**config.mk**
```make
export PLATFORM = sky130hd
export DESIGN_NAME = hmba_controller
export DESIGN_NICKNAME = d
export VERILOG_FILES = /design/src/hmba_pkg.sv /design/src/hmba_controller.sv
export SDC_FILE = /design/constraint.sdc
export NUM_CORES = 1
export LEC_CHECK = 0
export ABC_AREA = 1
export BUFFER_PORTS_ARGS = -buffer_cell sky130_fd_sc_hd__buf_2
export CORE_ASPECT_RATIO = 0.8
export CORE_MARGIN = 1.5
export CORE_UTILIZATION = 56
export DETAILED_ROUTE_END_ITERATION = 12
export PLACE_DENSITY_LB_ADDON = 0.05
export SYNTH_ARGS = -nofsm -noshare
export SYNTH_HDL_FRONTEND = slang
export SYNTH_SLANG_ARGS = --single-unit
```
**constraint.sdc**
```tcl
create_clock -name clk -period 2.1 [get_ports clk]
set_input_delay 0.315 -clock clk [delete_from_list [all_inputs] [get_ports clk]]
set_output_delay 0.315 -clock clk [all_outputs]
set_load 0.01 [all_outputs]
```
**src/hmba_pkg.sv**
```systemverilog
// Shared constants, codes and control types of the harmonic moment bin accumulator.
package hmba_pkg;

    localparam int NUM_BINS   = 16;
    localparam int MAX_ORDER  = 3;
    localparam int MAX_COEF   = (MAX_ORDER + 1) * (MAX_ORDER + 1);
    localparam int COV_DIM    = 2 * MAX_COEF;
    localparam int IDX_W      = 4;
    localparam int TOT_DEPTH  = 2 * NUM_BINS;
    localparam int TOT_AW     = $clog2(TOT_DEPTH);
    localparam int MOM_DEPTH  = 2 * NUM_BINS * 4 * MAX_COEF;
    localparam int MOM_AW     = $clog2(MOM_DEPTH);
    localparam int COV_DEPTH  = NUM_BINS * COV_DIM * COV_DIM;
    localparam int COV_AW     = $clog2(COV_DEPTH);

    localparam logic [1:0] KIND_NUM  = 2'd0;
    localparam logic [1:0] KIND_DEN  = 2'd1;
    localparam logic [1:0] KIND_READ = 2'd2;
    localparam logic [1:0] KIND_BAD  = 2'd3;

    localparam logic [1:0] ST_OK   = 2'd0;
    localparam logic [1:0] ST_READ = 2'd1;
    localparam logic [1:0] ST_ERR  = 2'd2;
    localparam logic [1:0] ST_SAT  = 2'd3;

    localparam logic [3:0] RA_DEN_TOT   = 4'd1;
    localparam logic [3:0] RA_FIRST_MOM = 4'd2;
    localparam logic [3:0] RA_LAST_MOM  = 4'd9;
    localparam logic [3:0] RA_COV       = 4'd10;

    typedef enum logic [2:0] {
        CLS_ERR,
        CLS_TOT,
        CLS_MOM,
        CLS_COV,
        CLS_COEF
    } cls_t;

    typedef struct packed {
        logic              clear;
        logic [COV_AW-1:0] clear_addr;
        logic              accept;
        logic              bintot;
        logic              rd;
        logic              mul;
        logic              wr;
        logic              is_cov;
        logic [1:0]        arr;
        logic [IDX_W-1:0]  j;
        logic              dir;
        logic [1:0]        word;
        logic              load_out;
    } cmd_t;

    typedef struct packed {
        cls_t             cls;
        logic             side_num;
        logic             k_zero;
        logic [IDX_W-1:0] k;
    } stat_t;

endpackage

```
**src/hmba_controller.sv**
```systemverilog
// Controller: clearing pass, item sequencing and output handshake.
module hmba_controller (
    input  logic            clk,
    input  logic            rst_n,
    input  logic            in_valid,
    output logic            in_stall,
    output logic            out_valid,
    input  logic            out_stall,
    input  hmba_pkg::stat_t stat,
    output hmba_pkg::cmd_t  cmd
);

    typedef enum logic [2:0] {
        S_CLEAR,
        S_IDLE,
        S_DISPATCH,
        S_BINTOT,
        S_RD,
        S_MUL,
        S_WR,
        S_DONE
    } state_t;

    state_t                       state_reg, state_next;
    logic [hmba_pkg::COV_AW-1:0]  clr_reg, clr_next;
    logic [1:0]                   arr_reg, arr_next;
    logic [hmba_pkg::IDX_W-1:0]   j_reg, j_next;
    logic                         dir_reg, dir_next;
    logic [1:0]                   word_reg, word_next;
    logic                         is_cov_reg, is_cov_next;
    logic                         out_valid_reg, out_valid_next;
    logic                         load_out;

    always_comb
    begin
        state_next  = state_reg;
        clr_next    = clr_reg;
        arr_next    = arr_reg;
        j_next      = j_reg;
        dir_next    = dir_reg;
        word_next   = word_reg;
        is_cov_next = is_cov_reg;
        load_out    = 1'b0;
        case (state_reg)
            S_CLEAR:
            begin
                clr_next = clr_reg + 1'b1;
                if (clr_reg == hmba_pkg::COV_AW'(hmba_pkg::COV_DEPTH - 1)) begin
                    state_next = S_IDLE;
                end
            end
            S_IDLE:
            begin
                if (in_valid) begin
                    state_next = S_DISPATCH;
                end
            end
            S_DISPATCH:
            begin
                arr_next  = 2'd0;
                j_next    = '0;
                dir_next  = 1'b0;
                word_next = 2'd0;
                case (stat.cls)
                    hmba_pkg::CLS_COEF:
                    begin
                        is_cov_next = 1'b0;
                        state_next  = stat.k_zero ? S_BINTOT : S_RD;
                    end
                    hmba_pkg::CLS_MOM:
                    begin
                        is_cov_next = 1'b0;
                        state_next  = S_RD;
                    end
                    hmba_pkg::CLS_COV:
                    begin
                        is_cov_next = 1'b1;
                        state_next  = S_RD;
                    end
                    default: state_next = S_DONE;
                endcase
            end
            S_BINTOT: state_next = S_RD;
            S_RD:     state_next = S_MUL;
            S_MUL:    state_next = S_WR;
            S_WR:
            begin
                state_next = S_RD;
                if (stat.cls != hmba_pkg::CLS_COEF) begin
                    state_next = S_DONE;
                end else if (!is_cov_reg) begin
                    if (arr_reg != 2'd3) begin
                        arr_next = arr_reg + 2'd1;
                    end else if (stat.side_num) begin
                        is_cov_next = 1'b1;
                    end else begin
                        state_next = S_DONE;
                    end
                end else if (word_reg != 2'd3) begin
                    word_next = word_reg + 2'd1;
                end else begin
                    word_next = 2'd0;
                    if (!dir_reg && j_reg != stat.k) begin
                        dir_next = 1'b1;
                    end else begin
                        dir_next = 1'b0;
                        if (j_reg == stat.k) begin
                            state_next = S_DONE;
                        end else begin
                            j_next = j_reg + 1'b1;
                        end
                    end
                end
            end
            S_DONE:
            begin
                if (!out_valid_reg || !out_stall) begin
                    load_out   = 1'b1;
                    state_next = S_IDLE;
                end
            end
            default: state_next = S_IDLE;
        endcase
        if (load_out) begin
            out_valid_next = 1'b1;
        end else if (!out_stall) begin
            out_valid_next = 1'b0;
        end else begin
            out_valid_next = out_valid_reg;
        end
    end

    always_ff @(posedge clk or negedge rst_n)
    begin
        if (!rst_n) begin
            state_reg     <= S_CLEAR;
            clr_reg       <= '0;
            arr_reg       <= '0;
            j_reg         <= '0;
            dir_reg       <= 1'b0;
            word_reg      <= '0;
            is_cov_reg    <= 1'b0;
            out_valid_reg <= 1'b0;
        end else begin
            state_reg     <= state_next;
            clr_reg       <= clr_next;
            arr_reg       <= arr_next;
            j_reg         <= j_next;
            dir_reg       <= dir_next;
            word_reg      <= word_next;
            is_cov_reg    <= is_cov_next;
            out_valid_reg <= out_valid_next;
        end
    end

    assign in_stall       = (state_reg != S_IDLE);
    assign out_valid      = out_valid_reg;
    assign cmd.clear      = (state_reg == S_CLEAR);
    assign cmd.clear_addr = clr_reg;
    assign cmd.accept     = (state_reg == S_IDLE) && in_valid;
    assign cmd.bintot     = (state_reg == S_BINTOT);
    assign cmd.rd         = (state_reg == S_RD);
    assign cmd.mul        = (state_reg == S_MUL);
    assign cmd.wr         = (state_reg == S_WR);
    assign cmd.is_cov     = is_cov_reg;
    assign cmd.arr        = arr_reg;
    assign cmd.j          = j_reg;
    assign cmd.dir        = dir_reg;
    assign cmd.word       = word_reg;
    assign cmd.load_out   = load_out;

endmodule

```
==> impl_metrics.toml <==
[clock_network]
cts_max_path_buffers = 2
path_clk_slew_ps = 100
tritoncts_clock_tree = "built"
cts_repair_resize_count = 0
clkLatencyLatePin_ps = 270
cts-root-buf = "clkbuf_8"
total_cts_buffers = 3
clock_sink_count = 28
post-cts-setup-buffers = 0
htree_levels = 1
cts.hold.buffers_added = 0

[timing]
worst-slew-pin-transition_ps = 615
achievable-frequency_ghz = 0.577
skew_ps = 2.31
timing.final.setup_violations = 0
maxSlewHeadroom = 0.590
fin_tns_setup_ps = 0
setup_repair_after_global_routing_missed_its_margin = "false"
final.min_clock_period_ps = 1730
report.final.hold_viol_count = 0
final_period_utilization = 0.826
final-max-slew-violation-count = 0
hold_slack_ps = 42.6

[placed_design]
detailed_place_hpwl_um = 2640
gpl.final_weighted_congestion = 0.861
placement.io_buffers = 45

[critical_path]
crit_arrival_ps = 1420
slowest_delay_ps = 440
cp_top_family = "buffers and inverters"
number_of_buffers_and_inverters_on_the_critical_path = 3
path_max_fanout = 6
endpoint_kind = "output pin"
path_cells = "inv_2, nor2_2, nand2_1, inv_1, buf_2"
critPathSlowestCell = "dfrtp_1"
startpoint_type = "flop"
cp_data_required_time_ps = 1780
timing_worst_setup_path_type = "flop to output pin"

[floorplanning]
die-area_um2 = 3470
std_cell_rows = 17
core-area_um2 = 2870
initial_core_util = 0.609
floorplan.io_pins = 46
chipHeight_um = 53.0
die_width_um = 65.5

[status]
outcome = "finished clean"

[synth]
cell_types_with_the_highest_counts_after_synthesis = "nand2_1, inv_1, dfrtp_1, nor2_1, nand3_1"
syn_area_per_cell_um2 = 7.57
synthesis.area_um2 = 1750
synth_fp_nets = 248
yosysWarningCount = 0
synth_top_flop_cell = "dfrtp_1"
netlist.area_leader.share = 0.401
synth.yosys.seq_area_share = 0.401
synth_most_common_cell = "nand2_1"
count_of_mapped_cells_out_of_synthesis = 231
synth.distinct_cells = 26
async_flop_share = 1.00
synth_edf_count = 0
synth.largest_area_cell = "dfrtp_1"
cells_taking_the_most_area_after_synthesis = "dfrtp_1, nand2_1, inv_1, nor2_1, xnor2_1"
flip_flop_and_latch_count_after_synthesis = 28

[final_layout]
largest_reg_flops = 14
antenna_fix_cells = 0
sequential_cell_area_um2 = 701
synthToLayoutAreaGrowth_pct = 17.8
nets = 294
multi_input_comb_area_um2 = 872
filler_cell_count = 236
layout-drive-gt1-share = 0.246

[routing]
dr_total_vias = 1532
detail_route.wl_per_cell_um = 10.9
via_per_inst = 4.88
drtIter0Drc = 97
route.antenna.remaining_nets = 0
detail_route.drc_violations = 0
drt-total-wl_um = 3430
drt_pre_antenna_iters = 7

[power_and_ir_drop]
peakVddDrop_mv = 0.769
power_density_nw_per_um2 = 1000
power.static_leakage_uw = 0.00116

[job]
cap_violations = 0

[grt]
groute.usage.overall = 0.223
globalRoute.totalOverflow = 0
antenna_found_initial = 0
grt_max_degree = 29
grt_pass1_wl_um = 5860
grt_pass1_vias = 1371

[worst_hold_path]
hold_path_class = "input pin to asynchronous set/reset pin"
path summary, 6_finish.rpt:
check	start	slack (ps)	depth (start not counted)	endpoint
min reg2reg	clr_reg[13]$_DFFE_PN0P_	500	1	clr_reg[13]$_DFFE_PN0P_
max	state_reg[1]$_DFFE_PN0P_	370	5	cmd[11]
min in group clk	out_stall	280	3	out_valid$_DFFE_PN0P_
min	rst_n	40	1	j_reg[1]$_DFFE_PN0P_
max in group asynchronous	rst_n	1650	1	state_reg[2]$_DFFE_PN0P_
max reg2reg	clr_reg[0]$_DFFE_PN0P_	530	8	state_reg[0]$_DFFE_PN0P_
logic make-up (layout without fill, tap and decap cells):
kind of cell / after synthesis / after routing / synth area share
AO/OA/AOI/OAI: 9 / 9 / 0.0322
XOR/XNOR: 15 / 15 / 0.0752
adder cells (fa/ha/maj): 4 / 4 / 0.0286
buffers and inverters: 40 / 85 / 0.100
flip-flops: 28 / 28 / 0.401
AND/OR/NAND/NOR: 135 / 135 / 0.363
power breakdown:
group          leakage [uW]  switching, uW  internal, uW  total (uW)
combinational      0.000752            517           312         829
clock             0.0000357            165           255         420
sequential         0.000373            158           657         815
total               0.00116            840          1220        2060
layout make-up:
type                       count  area share
inverter                      35      0.0650
multi-input combinational    163       0.424
clock inverter                 1      0.0146
sequential                    28       0.340
timing repair buffer          46       0.113
clock buffer                   3      0.0201
tap                           38      0.0231
per-stage QoR:
stage / worst slack, ps / total power (uW) / utilization / area [um^2] / cells
6_report: 365 / 2060 / 0.717 / 2060 / 314
2_1_floorplan: 629 / 1420 / - / 1750 / 231
4_1_cts: 369 / 2080 / 0.717 / 2060 / 314
3_3_place_gp: 623 / 1630 / 0.692 / 1990 / 310
3_5_place_dp: 571 / 1640 / 0.692 / 1990 / 310
5_1_grt: 259 / 2230 / 0.717 / 2060 / 314
worst register-to-register path, cell delays in order, from the launching register on:
cell and delay [ps]:
dfrtp_1 410, ha_1 180, nand2_1 60, nor2_1 240, nand2_1 80, o21ai_0 250
nand3_1 100, nor2_1 110, nor2_1 40
layer usage:
metal | wire (um) | share of wire | track usage | vias up
li1 | - | - | - | 802
met1 | 1750 | 0.51 | 0.317 | 677
met2 | 1470 | 0.43 | 0.352 | 51
met3 | 197 | 0.057 | 0.0426 | 2
met4 | 16 | 0.0047 | 0.0556 | 0
met5 | 0 | 0 | 0 | -
layout by cell type, fill, tap and decap left out, types with 3 or more instances in the layout:
cell type / n
xnor2_1: 9
xor2_1: 6
nor2_1: 28
nand2_1: 66
clkbuf_8: 3
nor2_4: 3
buf_2: 45
nand4_1: 8
ha_1: 4
nand3_1: 15
nor2_2: 4
a21oi_1: 3
inv_1: 33
dfrtp_1: 28
o21ai_0: 4
Note: power is estimated with default switching activity, not from simulation.
